==> config.mk <==
export PLATFORM = sky130hd
export DESIGN_NAME = prt_cell
export DESIGN_NICKNAME = d
export VERILOG_FILES = /design/src/rtl/prefix_route_table_assert.svh /design/src/rtl/prt_pkg.sv /design/src/rtl/prt_cell.sv
export SDC_FILE = /design/constraint.sdc
export NUM_CORES = 1
export LEC_CHECK = 0
export BUFFER_PORTS_ARGS = -buffer_cell sky130_fd_sc_hd__buf_2
export CORE_UTILIZATION = 42
export DETAILED_ROUTE_END_ITERATION = 8
export PLACE_DENSITY = 0.8
export SLEW_MARGIN = 20
export SYNTH_ARGS = -nofsm -noshare
export SYNTH_HDL_FRONTEND = slang
export SYNTH_SLANG_ARGS = --single-unit
==> constraint.sdc <==
create_clock -name clk -period 3.8 [get_ports clk]
set_clock_uncertainty 0.05 [all_clocks]
set_input_delay 1.14 -clock clk [delete_from_list [all_inputs] [get_ports clk]]
set_output_delay 1.14 -clock clk [all_outputs]
set_load 0.01 [all_outputs]
==> src/rtl/prefix_route_table_assert.svh <==
// ----------------------------------------------------------------------------
// Route table assertion macros
// Clocked assertion shorthands used by the route table top level.
// ----------------------------------------------------------------------------
`ifndef PREFIX_ROUTE_TABLE_ASSERT_SVH
`define PREFIX_ROUTE_TABLE_ASSERT_SVH

// check a condition at every clock edge outside reset
`define PRT_ASSERT_ALWAYS(lbl, expr, msg) \
  lbl: assert property (@(posedge clk) disable iff (rst) (expr)) else $error(msg);

// check an implication within the same cycle
`define PRT_ASSERT_SAME(lbl, trig, expr, msg) \
  lbl: assert property (@(posedge clk) disable iff (rst) (trig) |-> (expr)) else $error(msg);

// check an implication in the next cycle
`define PRT_ASSERT_NEXT(lbl, trig, expr, msg) \
  lbl: assert property (@(posedge clk) disable iff (rst) (trig) |=> (expr)) else $error(msg);

`endif

==> src/rtl/prt_pkg.sv <==
// ----------------------------------------------------------------------------
// Route table package
// Command and status codes, sequencer states and cell control type.
// ----------------------------------------------------------------------------
package prt_pkg;

  localparam int DEPTH_DEFAULT     = 64;
  localparam int PEER_BITS_DEFAULT = 8;

  typedef enum logic [1:0] {
    CMD_LOOKUP = 2'd0,
    CMD_EXISTS = 2'd1,
    CMD_ADD    = 2'd2,
    CMD_FLUSH  = 2'd3
  } cmd_t;

  typedef enum logic [1:0] {
    ST_DONE = 2'd0,
    ST_MISS = 2'd1,
    ST_FULL = 2'd2
  } status_t;

  typedef enum logic {
    S_IDLE,
    S_RUN
  } state_t;

  typedef struct packed {
    logic shift;
    logic write;
  } cell_ctrl_t;

endpackage

==> src/rtl/prt_cell.sv <==
// ----------------------------------------------------------------------------
// Route table cell
// One route entry; loads a written entry or its right neighbor on a shift.
// ----------------------------------------------------------------------------
module prt_cell
  import prt_pkg::*;
#(
  parameter int PEER_BITS = PEER_BITS_DEFAULT
) (
  input  logic                 clk,
  input  cell_ctrl_t           ctrl,
  input  logic [31:0]          wr_net,
  input  logic [31:0]          wr_mask,
  input  logic [PEER_BITS-1:0] wr_peer,
  input  logic [31:0]          nb_net,
  input  logic [31:0]          nb_mask,
  input  logic [PEER_BITS-1:0] nb_peer,
  output logic [31:0]          net,
  output logic [31:0]          mask,
  output logic [PEER_BITS-1:0] peer
);

  always_ff @(posedge clk) begin
    if (ctrl.write) begin
      net  <= wr_net;
      mask <= wr_mask;
      peer <= wr_peer;
    end else if (ctrl.shift) begin
      net  <= nb_net;
      mask <= nb_mask;
      peer <= nb_peer;
    end
  end

endmodule

=== Word level (Yosys, flattened, before mapping) ===
Cells that the tools add are included.

* Reductions and logical operators: 1
* Shifts and indexed selects: 0
* Bitwise logic cells: 0
* Eq/ne operators: 0
* Muxes and demuxes: 6
* $lt $le $gt $ge: 0
* $mul: 0
* Divide/modulo/power cells: 0
* Add/sub/neg operators: 0

{| class="wikitable"
|+ Operator list
! cell !! number
|-
| 32-bit 2-to-1 mux || 4
|-
| 8-bit 2-to-1 mux || 2
|-
| 2-bit nonzero test || 1
|}

* Bits in writable memories: 0
* Memories kept: 0
* Latch bits: 0
* Memory bits (read-only): 0
* Bits in registers: 72

=== Longest topological paths before layout ===
* Word-level depth: 2
* Gate-level depth with buffers: 3

=== Least setup slack after synthesis ===
No wires, ideal clock.

* Path type: input to register
* From: input ctrl[0] (netlist bit)
* To: register mask[0], enable pin
* Required time: 3.316 ns
* Data arrival time: 3.090 ns
* Setup time: 0.434 ns
* Cell stages on the path: 3
* Path buffers: 2
* Path slack: 0.226 ns
* Path through: buf_6 > buf_12 > or2_1

* Cells in the longest elaborated chain, start to end: 1

{| class="wikitable"
|+ Ends and longest elaborated chain
! what !! line !! text
|-
| from (decl) || prt_cell.sv:11 || <nowiki>input cell_ctrl_t ctrl,</nowiki>
|-
| 2-bit nonzero test (no source line) || -- ||
|-
| to (signal assigned) || prt_cell.sv:26 || <nowiki>mask <= wr_mask;</nowiki>
|-
| to (signal assigned) || prt_cell.sv:30 || <nowiki>mask <= nb_mask;</nowiki>
|-
| to (decl) || prt_cell.sv:19 || <nowiki>output logic [31:0] mask,</nowiki>
|}

No other way between the ends.
A chain may end at the register's enable or synchronous reset.

=== Worst setup path in the final report ===
* From: input ctrl[0] (netlist bit)
* To: register net[31], data pin

* Cells in the longest elaborated chain, start to end: 1

{| class="wikitable"
|+ Ends and longest elaborated chain
! what !! line !! text
|-
| 32-bit 2-to-1 mux || prt_cell.sv:24 || <nowiki>if (ctrl.write) begin</nowiki>
|-
| to (signal assigned) || prt_cell.sv:25 || <nowiki>net <= wr_net;</nowiki>
|-
| to (signal assigned) || prt_cell.sv:29 || <nowiki>net <= nb_net;</nowiki>
|-
| to (decl) || prt_cell.sv:18 || <nowiki>output logic [31:0] net,</nowiki>
|}

No other way between the ends.

==> results by group <==
Status
  – Status: finished, final reports clean

Placement
  – Global placement routability congestion: 0.736
  – # port buffers: 218

Pwr
  – Power Density: 411 mW/mm^2
  – Gate power share: 0.182
  – Clock share of power: 0.300
  – Sequential power share: 0.518
  – Internal power: 1.47 mW
  – Leakage power: 2.29 nW
  – Sw power: 448 uW
  – VDD IR max: 184 uV
  – Switching share of power: 0.233

Clock tree
  – Clk slew on worst S/H paths: 0.08 ns
  – Hold bufs inserted after CTS: 0
  – H-tree levels: 3
  – CTS root buf: clkbuf_8
  – Total CTS buffers: 9
  – Buffer count from post-CTS setup fixing: 0
  – Post-cts sizing count: 0
  – Num Clock Sinks: 72
  – Clock tree buffer depth: 2
  – TritonCTS clock tree: built

Floorplan
  – Core footprint: 0.00777 mm^2
  – IO Count: 219
  – Die Ht: 91.8 um
  – Die Wd: 91.8 um
  – Site row count: 32
  – Die ar.: 0.00843 mm^2
  – Initial Util: 0.436

Run
  – Max-cap viol count: 0

Synth
  – Synth Area in XOR/XNOR: 0
  – Mux share of post-synthesis cell area: 0.316
  – Main combinational cell family by area after synthesis: multiplexers
  – Yosys reg bits: 72
  – Register area share after synthesis: 0.638
  – Synth Area in Compound Gates: 0
  – Netlist Area Pre-Place: 0.00339 mm^2
  – Adder-Cell Fraction of Synth Area: 0
  – Syn nets: 300
  – Yosys Warn Count: 0
  – Synthesized instance count: 153
  – Post-Syn Area per Cell: 22.2 um^2
  – Simple-Gate Fraction of Synth Area: 0.00185
  – Yosys cell types: 6

Worst setup path
  – Worst-path fanout max: 36
  – Critical Path End Type: register
  – CP peak stage delay: 0.52 ns
  – Slowest CP cell: buf_4
  – Startpoint Class: primary input
  – WS Path Type: in -> reg
  – Crit path DAT: 2.17 ns
  – Most common cell on crit path: buf_4
  – Critical Path, Cell by Cell: buf_4, buf_4, mux2_2
  – CP bufs+invs: 2
  – Worst EP required: 3.83 ns
  – Largest delay share family, worst path: buffers and inverters

Route
  – First-pass DRT Iterations: 4
  – Initial DRC Count: 74
  – Via count: 2187
  – Via-to-Cell Ratio: 4.51
  – Drc violations: 0
  – Routed wire length: 7210 um
  – Post-route ant nets: 0
  – WL/cell: 14.9 um

Final layout
  – Area grow syn2layout: 38.1%
  – # fillers: 634
  – Commonest non-fill, non-tap cell in the layout: buf_2
  – Diodes inserted: 0
  – Most frequent cells in the layout: 217 x buf_2, 72 x edfxtp_1, 69 x mux2_4
  – Final nets: 525
  – Share of layout cells above drive strength 1: 0.807

Worst hold path
  – Hold Path End: mask[18]
  – Hold/Removal Path Class: in -> reg
  – Hold Path Depth: 2
  – Hold Crit Start: nb_mask[18]

Timing
  – Tightest Pin Transition: 0.646 ns
  – Final Max Slew Viols: 0
  – Final setup fails: 0
  – Hold WS: 1.05 ns
  – Setup TNS: 0 ns
  – RSZ-0062 raised after global routing: false
  – Crit share post-route: 0.564
  – Hold Vio Cnt, Final: 0
  – Fmax: 0.466 GHz
  – Relative slew slack: 0.569
  – Min cycle time layout: 2.14 ns

Global route
  – Tot GR Track Use: 0.167
  – Initial antenna violation count: 0
  – First-pass GRT wire length: 10500 um
  – GR Overflow Total: 0
  – Largest net degree at the start of global routing: 41
  – Vias in the first global route: 2168
[power groups by stage]
stage	registers [mW]	clock network (mW)	logic, mW
2_1_floorplan	1.07	0	0.141
5_1_grt	1.00	0.620	0.375
3_5_place_dp	1.01	0	0.356
6_report	0.995	0.576	0.351
4_1_cts	0.997	0.593	0.356
3_3_place_gp	1.01	0	0.347
[metal layers]
metal | global-route usage | vias to the layer above | part of all wire
li1 | - | 1048 | -
met1 | 0.190 | 1000 | 0.38
met2 | 0.301 | 131 | 0.53
met3 | 0.0506 | 8 | 0.078
met4 | 0.0508 | 0 | 0.012
met5 | 0 | - | 0
[kinds of logic after synthesis]
family | Yosys count
buffers and inverters | 8
AND/OR/NAND/NOR | 1
multiplexers | 72
flip-flops | 72
[stage by stage]
stage	utilization	total power [mW]	instance area [um^2]	setup WS [ns]	std cells
final	0.602	1.92	4680	1.66	485
after global routing	0.602	2.00	4680	1.60	485
after floorplan	-	1.21	3390	0.226	153
after global placement	0.578	1.36	4490	1.32	469
after detailed placement	0.578	1.37	4490	1.30	469
after CTS	0.602	1.95	4680	1.66	485
[how the worst max path moves through the flow]
| stage | cells after the start | from | endpoint |
|---|---|---|---|
| after global routing | 3 | ctrl[1] | net[15] |
| after CTS | 3 | ctrl[1] | peer[0] |
| after global placement | 3 | ctrl[1] | net[20] |
| after floorplan | 3 | ctrl[0] | mask[0] |
| after detailed placement | 3 | ctrl[1] | net[26] |
| final | 3 | ctrl[0] | net[31] |
[area by class of cell]
type / count / area (um^2) / share of cell area
well taps: 102 / 128 / 0.0273
clock buffers: 10 / 128 / 0.0273
repair buffers: 222 / 1120 / 0.240
multi-input cells: 73 / 1080 / 0.230
clock inverters: 6 / 60.1 / 0.0128
flip-flops and latches: 72 / 2160 / 0.462
[cells in the mapped netlist]
cell	instances	area, um^2
buf_12	7	140
buf_6	1	11.3
edfxtp_1	72	2160
mux2_2	3	33.8
mux2_4	69	1040
or2_1	1	6.26
[sequential cells by signal, summed over array words and instances, names as in the netlist]
signal,count
net,32
mask,32
peer,8
Power figures use the tool's default switching activity.
