===== src/rtl/prefix_route_table_assert.svh =====
// ----------------------------------------------------------------------------
// Route table assertion macros
// Clocked assertion shorthands used by the route table top level.
// ----------------------------------------------------------------------------
`ifndef PREFIX_ROUTE_TABLE_ASSERT_SVH
`define PREFIX_ROUTE_TABLE_ASSERT_SVH

// check a condition at every clock edge outside reset
`define PRT_ASSERT_ALWAYS(lbl, expr, msg) \
  lbl: assert property (@(posedge clk) disable iff (rst) (expr)) else $error(msg);

// check an implication within the same cycle
`define PRT_ASSERT_SAME(lbl, trig, expr, msg) \
  lbl: assert property (@(posedge clk) disable iff (rst) (trig) |-> (expr)) else $error(msg);

// check an implication in the next cycle
`define PRT_ASSERT_NEXT(lbl, trig, expr, msg) \
  lbl: assert property (@(posedge clk) disable iff (rst) (trig) |=> (expr)) else $error(msg);

`endif


===== src/rtl/prt_pkg.sv =====
// ----------------------------------------------------------------------------
// Route table package
// Command and status codes, sequencer states and cell control type.
// ----------------------------------------------------------------------------
package prt_pkg;

  localparam int DEPTH_DEFAULT     = 64;
  localparam int PEER_BITS_DEFAULT = 8;

  typedef enum logic [1:0] {
    CMD_LOOKUP = 2'd0,
    CMD_EXISTS = 2'd1,
    CMD_ADD    = 2'd2,
    CMD_FLUSH  = 2'd3
  } cmd_t;

  typedef enum logic [1:0] {
    ST_DONE = 2'd0,
    ST_MISS = 2'd1,
    ST_FULL = 2'd2
  } status_t;

  typedef enum logic {
    S_IDLE,
    S_RUN
  } state_t;

  typedef struct packed {
    logic shift;
    logic write;
  } cell_ctrl_t;

endpackage


===== src/rtl/prt_req_if.sv =====
// ----------------------------------------------------------------------------
// Route table request channel
// Valid/ready channel carrying one command with its address, mask and peer.
// ----------------------------------------------------------------------------
interface prt_req_if;
  logic        valid;
  logic        ready;
  logic [1:0]  command;
  logic [31:0] address;
  logic [31:0] netmask;
  logic [7:0]  peer_id;

  modport source (output valid, output command, output address, output netmask,
                  output peer_id, input ready);
  modport sink   (input valid, input command, input address, input netmask,
                  input peer_id, output ready);
endinterface


===== src/rtl/prt_rsp_if.sv =====
// ----------------------------------------------------------------------------
// Route table response channel
// Valid/ready channel carrying one result per command.
// ----------------------------------------------------------------------------
interface prt_rsp_if;
  logic       valid;
  logic       ready;
  logic [1:0] status;
  logic [7:0] peer_out;
  logic [6:0] removed_count;

  modport source (output valid, output status, output peer_out,
                  output removed_count, input ready);
  modport sink   (input valid, input status, input peer_out,
                  input removed_count, output ready);
endinterface


===== src/rtl/prt_seq.sv =====
// ----------------------------------------------------------------------------
// Route table sequencer
// Streams the entry queue past the chain head once per command, except for
// an add to a full table, and holds the result register.
// ----------------------------------------------------------------------------
module prt_seq
  import prt_pkg::*;
#(
  parameter int TABLE_DEPTH = DEPTH_DEFAULT,
  parameter int PEER_BITS   = PEER_BITS_DEFAULT
) (
  input  logic                   clk,
  input  logic                   rst,
  prt_req_if.sink                req,
  prt_rsp_if.source              rsp,
  input  logic [31:0]            head_net,
  input  logic [31:0]            head_mask,
  input  logic [PEER_BITS-1:0]   head_peer,
  output logic                   shift,
  output logic [TABLE_DEPTH-1:0] wr_sel,
  output logic [31:0]            wr_net,
  output logic [31:0]            wr_mask,
  output logic [PEER_BITS-1:0]   wr_peer
);

  localparam int CNT_W = $clog2(TABLE_DEPTH + 1);

  state_t               state, state_next;
  cmd_t                 cmd;
  logic [31:0]          addr;
  logic [31:0]          mask;
  logic [PEER_BITS-1:0] peer;
  logic [CNT_W-1:0]     occ, occ_next;
  logic [CNT_W-1:0]     rem, rem_next;
  logic [CNT_W-1:0]     removed, removed_next;
  logic                 found, found_next;
  logic                 placed, placed_next;
  logic                 full, full_next;
  logic [PEER_BITS-1:0] hit_peer, hit_peer_next;

  logic                 out_valid;
  status_t              out_status;
  logic [7:0]           out_peer;
  logic [6:0]           out_removed;

  status_t              res_status;
  logic [7:0]           res_peer;
  logic                 accept;
  logic                 out_free;
  logic                 finish;
  logic                 rotate;
  logic                 wr_en;
  logic                 wr_rot;
  logic [CNT_W-1:0]     wpos;
  logic [31:0]          masked_addr;
  logic                 lookup_hit;
  logic                 exists_hit;
  logic                 req_full;

  assign req.ready   = (state == S_IDLE);
  assign accept      = req.valid && req.ready;
  assign out_free    = !out_valid || rsp.ready;
  assign masked_addr = addr & mask;
  assign lookup_hit  = ((addr & head_mask) == head_net);
  assign exists_hit  = (head_net == masked_addr) && (head_mask == mask);
  assign req_full    = (cmd_t'(req.command) == CMD_ADD) && (occ == CNT_W'(TABLE_DEPTH));

  always_ff @(posedge clk) begin
    if (rst) begin
      state    <= S_IDLE;
      occ      <= '0;
      rem      <= '0;
      removed  <= '0;
      found    <= 1'b0;
      placed   <= 1'b0;
      full     <= 1'b0;
      hit_peer <= '0;
    end else begin
      state    <= state_next;
      occ      <= occ_next;
      rem      <= rem_next;
      removed  <= removed_next;
      found    <= found_next;
      placed   <= placed_next;
      full     <= full_next;
      hit_peer <= hit_peer_next;
    end
  end

  always_ff @(posedge clk) begin
    if (accept) begin
      cmd  <= cmd_t'(req.command);
      addr <= req.address;
      mask <= req.netmask;
      peer <= PEER_BITS'(req.peer_id);
    end
  end

  always_comb begin
    state_next    = state;
    occ_next      = occ;
    rem_next      = rem;
    removed_next  = removed;
    found_next    = found;
    placed_next   = placed;
    full_next     = full;
    hit_peer_next = hit_peer;
    shift         = 1'b0;
    rotate        = 1'b0;
    wr_en         = 1'b0;
    wr_rot        = 1'b0;
    wpos          = occ;
    finish        = 1'b0;
    case (state)
      S_IDLE: begin
        if (accept) begin
          state_next   = S_RUN;
          rem_next     = req_full ? '0 : occ;
          removed_next = '0;
          found_next   = 1'b0;
          placed_next  = 1'b0;
          full_next    = req_full;
        end
      end
      S_RUN: begin
        if (rem != '0) begin
          case (cmd)
            CMD_ADD: begin
              if (!placed && (head_mask < mask)) begin
                wr_en       = 1'b1;
                occ_next    = occ + 1'b1;
                placed_next = 1'b1;
              end else begin
                rotate = 1'b1;
              end
            end
            CMD_FLUSH: begin
              if (head_peer == peer) begin
                shift        = 1'b1;
                occ_next     = occ - 1'b1;
                rem_next     = rem - 1'b1;
                removed_next = removed + 1'b1;
              end else begin
                rotate = 1'b1;
              end
            end
            CMD_LOOKUP: begin
              if (!found && lookup_hit) begin
                found_next    = 1'b1;
                hit_peer_next = head_peer;
              end
              rotate = 1'b1;
            end
            CMD_EXISTS: begin
              if (exists_hit) begin
                found_next = 1'b1;
              end
              rotate = 1'b1;
            end
            default: rotate = 1'b1;
          endcase
          if (rotate) begin
            shift    = 1'b1;
            wr_en    = 1'b1;
            wr_rot   = 1'b1;
            wpos     = occ - 1'b1;
            rem_next = rem - 1'b1;
          end
        end else if (out_free) begin
          finish     = 1'b1;
          state_next = S_IDLE;
          if ((cmd == CMD_ADD) && !placed && !full) begin
            wr_en    = 1'b1;
            occ_next = occ + 1'b1;
          end
        end
      end
      default: state_next = S_IDLE;
    endcase
  end

  always_comb begin
    for (int i = 0; i < TABLE_DEPTH; i++) begin
      wr_sel[i] = wr_en && (wpos == CNT_W'(i));
    end
  end

  assign wr_net  = wr_rot ? head_net  : masked_addr;
  assign wr_mask = wr_rot ? head_mask : mask;
  assign wr_peer = wr_rot ? head_peer : peer;

  always_comb begin
    res_status = ST_DONE;
    res_peer   = '0;
    case (cmd)
      CMD_LOOKUP: begin
        res_status = found ? ST_DONE : ST_MISS;
        res_peer   = found ? 8'(hit_peer) : '0;
      end
      CMD_EXISTS: res_status = found ? ST_DONE : ST_MISS;
      CMD_ADD:    res_status = full ? ST_FULL : ST_DONE;
      CMD_FLUSH:  res_status = ST_DONE;
      default:    res_status = ST_DONE;
    endcase
  end

  always_ff @(posedge clk) begin
    if (rst) begin
      out_valid <= 1'b0;
    end else if (finish) begin
      out_valid <= 1'b1;
    end else if (rsp.ready) begin
      out_valid <= 1'b0;
    end
  end

  always_ff @(posedge clk) begin
    if (finish) begin
      out_status  <= res_status;
      out_peer    <= res_peer;
      out_removed <= (cmd == CMD_FLUSH) ? 7'(removed) : '0;
    end
  end

  assign rsp.valid         = out_valid;
  assign rsp.status        = out_status;
  assign rsp.peer_out      = out_peer;
  assign rsp.removed_count = out_removed;

endmodule


===== src/flat_wrapper.sv =====
// flat-port wrapper written by rule: the top's interface ports become plain ports
module prt_seq_flat import prt_pkg::*;
#(
  parameter int TABLE_DEPTH = DEPTH_DEFAULT,
  parameter int PEER_BITS   = PEER_BITS_DEFAULT
)
  (clk, rst, head_net, head_mask, head_peer, shift, wr_sel, wr_net, wr_mask, wr_peer, req_valid, req_command, req_address, req_netmask, req_peer_id, req_ready, rsp_valid, rsp_status, rsp_peer_out, rsp_removed_count, rsp_ready);
  prt_req_if req_i ();
  prt_rsp_if rsp_i ();
  input  logic clk;
  input  logic rst;
  input  logic [31:0] head_net;
  input  logic [31:0] head_mask;
  input  logic [PEER_BITS-1:0] head_peer;
  output logic shift;
  output logic [TABLE_DEPTH-1:0] wr_sel;
  output logic [31:0] wr_net;
  output logic [31:0] wr_mask;
  output logic [PEER_BITS-1:0] wr_peer;
  input wire logic [$bits(req_i.valid)-1:0] req_valid;
  input wire logic [$bits(req_i.command)-1:0] req_command;
  input wire logic [$bits(req_i.address)-1:0] req_address;
  input wire logic [$bits(req_i.netmask)-1:0] req_netmask;
  input wire logic [$bits(req_i.peer_id)-1:0] req_peer_id;
  output wire logic [$bits(req_i.ready)-1:0] req_ready;
  output wire logic [$bits(rsp_i.valid)-1:0] rsp_valid;
  output wire logic [$bits(rsp_i.status)-1:0] rsp_status;
  output wire logic [$bits(rsp_i.peer_out)-1:0] rsp_peer_out;
  output wire logic [$bits(rsp_i.removed_count)-1:0] rsp_removed_count;
  input wire logic [$bits(rsp_i.ready)-1:0] rsp_ready;
  assign req_i.valid = req_valid;
  assign req_i.command = req_command;
  assign req_i.address = req_address;
  assign req_i.netmask = req_netmask;
  assign req_i.peer_id = req_peer_id;
  assign req_ready = req_i.ready;
  assign rsp_valid = rsp_i.valid;
  assign rsp_status = rsp_i.status;
  assign rsp_peer_out = rsp_i.peer_out;
  assign rsp_removed_count = rsp_i.removed_count;
  assign rsp_i.ready = rsp_ready;
  prt_seq #(.TABLE_DEPTH(TABLE_DEPTH), .PEER_BITS(PEER_BITS)) u_core (.clk(clk), .rst(rst), .req(req_i), .rsp(rsp_i), .head_net(head_net), .head_mask(head_mask), .head_peer(head_peer), .shift(shift), .wr_sel(wr_sel), .wr_net(wr_net), .wr_mask(wr_mask), .wr_peer(wr_peer));
endmodule

===== config.mk =====
export PLATFORM = sky130hd
export DESIGN_NAME = prt_seq_flat
export DESIGN_NICKNAME = d
export VERILOG_FILES = /design/src/rtl/prefix_route_table_assert.svh /design/src/rtl/prt_pkg.sv /design/src/rtl/prt_req_if.sv /design/src/rtl/prt_rsp_if.sv /design/src/rtl/prt_seq.sv /design/src/flat_wrapper.sv
export SDC_FILE = /design/constraint.sdc
export NUM_CORES = 1
export LEC_CHECK = 0
export BUFFER_PORTS_ARGS = -buffer_cell sky130_fd_sc_hd__buf_2
export CAP_MARGIN = 40
export CORE_MARGIN = 2
export CORE_UTILIZATION = 50
export DETAILED_ROUTE_END_ITERATION = 8
export PLACE_DENSITY = 0.84
export SLEW_MARGIN = 20
export SYNTH_ARGS = -nofsm -noshare
export SYNTH_HDL_FRONTEND = slang
export SYNTH_SLANG_ARGS = --single-unit

===== constraint.sdc =====
create_clock -name clk -period 4 [get_ports clk]
set_input_delay 0.6 -clock clk [delete_from_list [all_inputs] [get_ports clk]]
set_output_delay 0.6 -clock clk [all_outputs]
set_load 0.02 [all_outputs]

Yosys cells after proc, flatten, opt, wreduce, memory -nomap -nowiden
Cells that the tools add are included.
{"block": "op_classes", "n_addsub": 4, "order_cmp": 1, "eq_ne": 86, "muxes": 66, "bitwise_logic": 3, "reduce_logical": 91}
{"cell": "$eq 7x6->1 const B", "n": 32}
{"cell": "$mux 7", "n": 18}
{"cell": "$eq 7x5->1 const B", "n": 16}
{"cell": "$eq 32x32->1", "n": 3}
{"cell": "$logic_and 1x1->1", "n": 71}
{"cell": "$and 32x32->32", "n": 2}
{"cell": "$mux 32", "n": 2}
{"cell": "$eq 7x4->1 const B", "n": 8}
{"cell": "$pmux 7 s2", "n": 3}
{"cell": "$mux 1", "n": 35}
{"cell": "$lt 32x32->1", "n": 1}
{"cell": "$eq 7x3->1 const B", "n": 4}
{"cell": "$ne 3x3->1 const B", "n": 8}
{"cell": "$reduce_and 4->1", "n": 4}
{"cell": "$add 7x1->7 const B", "n": 2}
{"cell": "$eq 7x2->1 const B", "n": 2}
{"cell": "$sub 7x1->7 const B", "n": 2}
{"cell": "$ne 2x2->1 const B", "n": 6}
{"cell": "$eq 8x8->1", "n": 1}
{"cell": "$mux 8", "n": 1}
{"cell": "$pmux 1 s2", "n": 4}
{"cell": "$eq 7x1->1 const B", "n": 1}
{"cell": "$eq 7x7->1 const B", "n": 1}
{"cell": "$logic_not 7->1", "n": 1}
{"cell": "15 further kinds", "n": 23}
{"block": "totals", "ff_bits": 125, "out_inout_bits": 156}

Longest topological paths before layout
{"block": "depth", "depth_word": 11, "mapped_depth": 13, "ltp_nobuf": 11}

Least setup slack after synthesis
Ideal clock, no wire load.
{"block": "synth_timing", "path_type": "input to output", "start": "input port head_mask[1]", "end": "output port wr_sel[33]", "t_arrival_ns": 3.201, "required_ns": 3.400, "slack_ns": 0.199, "cell_stages": 12, "path_buffers": 3, "path_cell_list": "ha_1 nor2b_1 o211ai_1 a21boi_2 o41a_2 o21ai_2 buf_6 buf_8 o21ai_0 a31o_2 buf_6 nor3_1"}
{"block": "synth_between", "elab_chain_cells": 11, "word_cells_on_any_way": 16}
{"item": "from (decl)", "line_no": "flat_wrapper.sv:13", "rtl": "input logic [31:0] head_mask;"}
{"item": "$lt 32x32->1 *", "line_no": "prt_seq.sv:129", "rtl": "if (!placed && (head_mask < mask)) begin"}
{"item": "$logic_and 1x1->1 *", "line_no": "prt_seq.sv:129"}
{"item": "$mux 1", "line_no": "prt_seq.sv:129"}
{"item": "$pmux 1 s3", "line_no": "prt_seq.sv:127", "rtl": "case (cmd)"}
{"item": "$mux 1", "line_no": "prt_seq.sv:126", "rtl": "if (rem != '0) begin"}
{"item": "$mux 1", "line_no": "prt_seq.sv:114", "rtl": "case (state)"}
{"item": "$mux 7", "line_no": "prt_seq.sv:162", "rtl": "if (rotate) begin"}
{"item": "$mux 7", "line_no": "prt_seq.sv:126"}
{"item": "$mux 7", "line_no": "prt_seq.sv:114"}
{"item": "$eq 7x6->1", "line_no": "prt_seq.sv:184", "rtl": "wr_sel[i] = wr_en && (wpos == CNT_W'(i));"}
{"item": "$logic_and 1x1->1 *", "line_no": "prt_seq.sv:184"}
{"item": "to (decl)", "line_no": "flat_wrapper.sv:16", "rtl": "output logic [TABLE_DEPTH-1:0] wr_sel;"}
Every way passes the cells marked *; elsewhere a longest branch is shown, timed or not. The select of a mux whose other input is x is not followed.

Final worst setup path
{"block": "layout_timing", "start": "register u_core.mask[29]", "end": "output port wr_sel[59]"}
{"block": "layout_between", "elab_chain_cells": 11, "word_cells_on_any_way": 16}
{"item": "from (decl)", "line_no": "prt_seq.sv:31", "rtl": "logic [31:0] mask;"}
{"item": "from (signal assigned)", "line_no": "prt_seq.sv:94", "rtl": "mask <= req.netmask;"}
{"item": "$lt 32x32->1 *", "line_no": "prt_seq.sv:129"}
{"item": "$logic_and 1x1->1 *", "line_no": "prt_seq.sv:129"}
{"item": "$mux 1", "line_no": "prt_seq.sv:129"}
{"item": "$pmux 1 s3", "line_no": "prt_seq.sv:127"}
{"item": "$mux 1", "line_no": "prt_seq.sv:126"}
{"item": "$mux 1", "line_no": "prt_seq.sv:114"}
{"item": "$mux 7", "line_no": "prt_seq.sv:162"}
{"item": "$mux 7", "line_no": "prt_seq.sv:126"}
{"item": "$mux 7", "line_no": "prt_seq.sv:114"}
{"item": "$eq 7x6->1", "line_no": "prt_seq.sv:184"}
{"item": "$logic_and 1x1->1 *", "line_no": "prt_seq.sv:184"}
Marked as above.

==> out/qor.txt <==
RSZ-0062 raised after global routing: true
Largest net degree at the start of global routing: 37
Cell count after synthesis: 886
Final std cells w/o fill: 1475
CP Launch Type: flop
FFs w/ async S/R, synth: 0%
Fin. Hold Viols: 0
CTS sink cnt: 125
Nets: 1427
Share of cells above drive strength 1: 41.9%
Port bufs: 305
Overall Power: 5110 uW
Drt first-iter violations: 718
Clk buf depth: 2
Tightest Hold Check Type: input pin to flop
Clock root buffer: clkbuf_16
Overall fraction of global-route tracks in use: 29.7%
Mapped cell area: 8120 sq um
Kind of critical path: flop to output pin
Crit-path most repeated cell: buf_4
DR pass1 iterations: 5
Ys flop type: edfxtp_1
Cts bufs inserted: 17
Max FO, Critical Path: 16
Fin. max-slew vios: 0
Initial Utilization: 51.1%
Die Area: 17300 sq um
Io pins: 306
CTS tree: built
Crit-path max cell delay: 0.37 ns
Fillers: 1091
Final setup viols: 69
RePlAce Congestion: 0.988
Minimum setup slack in the final design: -0.232 ns
Antenna violations before repair: 6
Final HPWL from detailed placement: 19.9 mm
Placed insts: 1416
Syn Area/Cell: 9.16 sq um
DRT Wirelength: 29.1 mm
Wire length per cell after detailed routing: 19.7 um
VDD IR max: 0.000330 V
Global-route wire length before repair: 40.7 mm
Ys Warns: 0
Slew HR: 48.1%
Slowest CP cell: edfxtp_1
Max-cap viol count: 0
Worst Hold Depth: 1
Seq cells post-synth: 125
TNS Setup: -6.56 ns
Area grow syn2layout: 47.2%
Netlist cell types: 70
# hold bufs at CTS: 0
H-tree depth: 4
Worst setup EP type: output pin
Clock slew at reported path FFs: 0.06 ns
Critical Path RT: 3.40 ns
Sequential area share after synthesis: 42.0%
Reg2reg path depth: 13
Die extent in y: 131 um
Syn nets: 1072
ANT nets after route: 0
Vias in the first global route: 7752
Core Region: 15900 sq um
Fin crit period: 4.23 ns
Global route overflow: 0
Violated checks: negative setup slack
Pwr/cell area: 427 nW/um^2
Least-Margin Pin Slew: 0.779 ns
Worst skew pair latency: 0.42 ns
Total number of vias: 8477
Via density: 5.75
Post-route DRC: 0
Static Leak: 0.00513 uW
Final Skew: 0.0142 ns
Worst-path cell chain: inv_1, ha_1, nand4_1, nor4_2, buf_4, o41a_4, o21ai_4, buf_4, nor3_2, nand3b_1, buf_4, a211oi_1, buf_2
Maximum clock frequency: 0.236 GHz
Period utilisation layout: 106%
EDFF count, synth: 91
Setup slack at placement: -0.200 ns
WP data arrival: 3.63 ns
Die Width: 131 um
Row cnt: 46
Status: complete, but fails checks
-- path summary, 6_finish.rpt --
path | slack, ns | endpoint | startpoint
worst max-delay path | -0.23 | wr_sel[59] | u_core.mask[29]
worst min-delay path | 0.35 | u_core.addr[10] | req_address[10]
worst max register to register | 0.71 | u_core.rem[0] | u_core.mask[21]
worst min register to register | 0.47 | u_core.placed | u_core.placed
-- cells by family after synthesis --
| group | after synthesis | synth area share (%) |
|---|---|---|
| fa+ha+maj | 36 | 5.55 |
| mux | 18 | 2.34 |
| compound gates | 173 | 13.8 |
| buf+inv | 87 | 5.02 |
| simple gates | 370 | 22.9 |
| flops | 125 | 42.0 |
| xor+xnor | 77 | 8.31 |
-- cells in the final DEF, fill, tap and decap left out, types with 5 or more instances in the layout --
master,count
nor3_1,31
inv_2,7
nand2_1,157
ha_4,6
buf_12,11
a21o_1,5
o21ai_0,47
nand4_1,21
buf_6,20
inv_1,35
nor2_1,39
ha_1,30
buf_2,233
xor2_1,31
a211oi_2,17
nor3_2,26
o21ai_2,5
and3_1,10
mux2i_1,10
xnor2_1,46
and2_1,11
nand3_1,13
or3_1,7
dfxtp_1,34
clkbuf_16,25
o21ai_1,31
nor2b_1,5
nor3_4,11
nor4_1,12
a21oi_1,25
buf_4,106
diode_2,5
mux2_2,7
edfxtp_1,91
-- critical path: cells and delay by family, from the launching register on --
kind | cells | cell delay (ns)
buffers and inverters | 5 | 0.97
AND/OR/NAND/NOR | 4 | 0.93
AO/OA/AOI/OAI | 3 | 0.63
flip-flops | 1 | 0.37
adder cells (fa/ha/maj) | 1 | 0.31
-- flip-flops by register name, summed over array words and instances (netlist names), 8 cells and up --
register / cells
u_core.addr: 32
u_core.mask: 32
u_core.hit_peer: 8
u_core.peer: 8
u_core.rsp.peer_out: 8
-- report_power, final --
part           total [uW]  leakage, uW  switching (uW)  internal, uW
combinational        1860      0.00367            1130           733
clock                1680     0.000303             626          1050
sequential           1560      0.00115            60.2          1500
total                5110      0.00513            1820          3290
-- metrics by stage --
step / area, sq um / utilization, % / hold slack (ns)
floorplan: 8120 / - / 0.430
global placement: 10200 / 64.2 / 0.459
detailed placement: 10200 / 64.2 / 0.462
CTS: 11000 / 69.4 / 0.335
global route: 12000 / 75.2 / 0.335
finish: 12000 / 75.2 / 0.347
-- cell usage after synthesis, types with 4 or more instances --
| cell type | instances | share of area (%) |
|---|---|---|
| clkbuf_1 | 23 | 1.1 |
| a21oi_1 | 30 | 1.8 |
| a21o_1 | 5 | 0.46 |
| nor2_1 | 39 | 1.8 |
| mux2i_1 | 10 | 1.2 |
| buf_2 | 8 | 0.49 |
| nor3_1 | 54 | 3.3 |
| nor3_2 | 14 | 1.7 |
| a31oi_1 | 4 | 0.31 |
| a211oi_1 | 20 | 1.8 |
| and2_1 | 11 | 0.85 |
| or3_1 | 7 | 0.54 |
| nand4_1 | 21 | 1.6 |
| mux2_2 | 8 | 1.1 |
| dfxtp_1 | 34 | 8.4 |
| nand3_1 | 13 | 0.80 |
| edfxtp_1 | 91 | 34 |
| buf_4 | 6 | 0.55 |
| and3_1 | 10 | 0.77 |
| nor4_1 | 14 | 1.1 |
| nor2b_1 | 5 | 0.39 |
| nand2_1 | 158 | 7.3 |
| xnor2_1 | 46 | 5.0 |
| or4_1 | 4 | 0.37 |
| ha_1 | 36 | 5.5 |
| buf_6 | 5 | 0.69 |
| o21ai_0 | 81 | 5.0 |
| inv_1 | 41 | 1.9 |
| xor2_1 | 31 | 3.3 |
-- final cells by class --
type	instances	area [sq um]	share of cell area [%]
tap	216	270	2.26
timing repair buffer	380	2650	22.2
multi-input combinational	674	4800	40.2
sequential	125	3410	28.6
clock buffer	17	425	3.56
inverter	43	166	1.39
clock inverter	15	211	1.77
antenna	5	12.5	0.105
-- metal layers --
layer	GRT usage (%)	wire (um)	vias up
li1	-	-	3909
met1	38.7	11500	4033
met2	48.4	14400	456
met3	5.36	2020	77
met4	13.3	1060	2
met5	0	11	-
-- what timing repair did --
action | in CTS | in global routing
pin swaps | 3 | 22
cloned | 0 | 9
hold endpoints to repair | 0 | 0
endpoints found under the setup margin | 128 | 127
gates resized for setup | 25 | 195
setup buffers | 9 | 4
(Power assumes the default switching activity.)
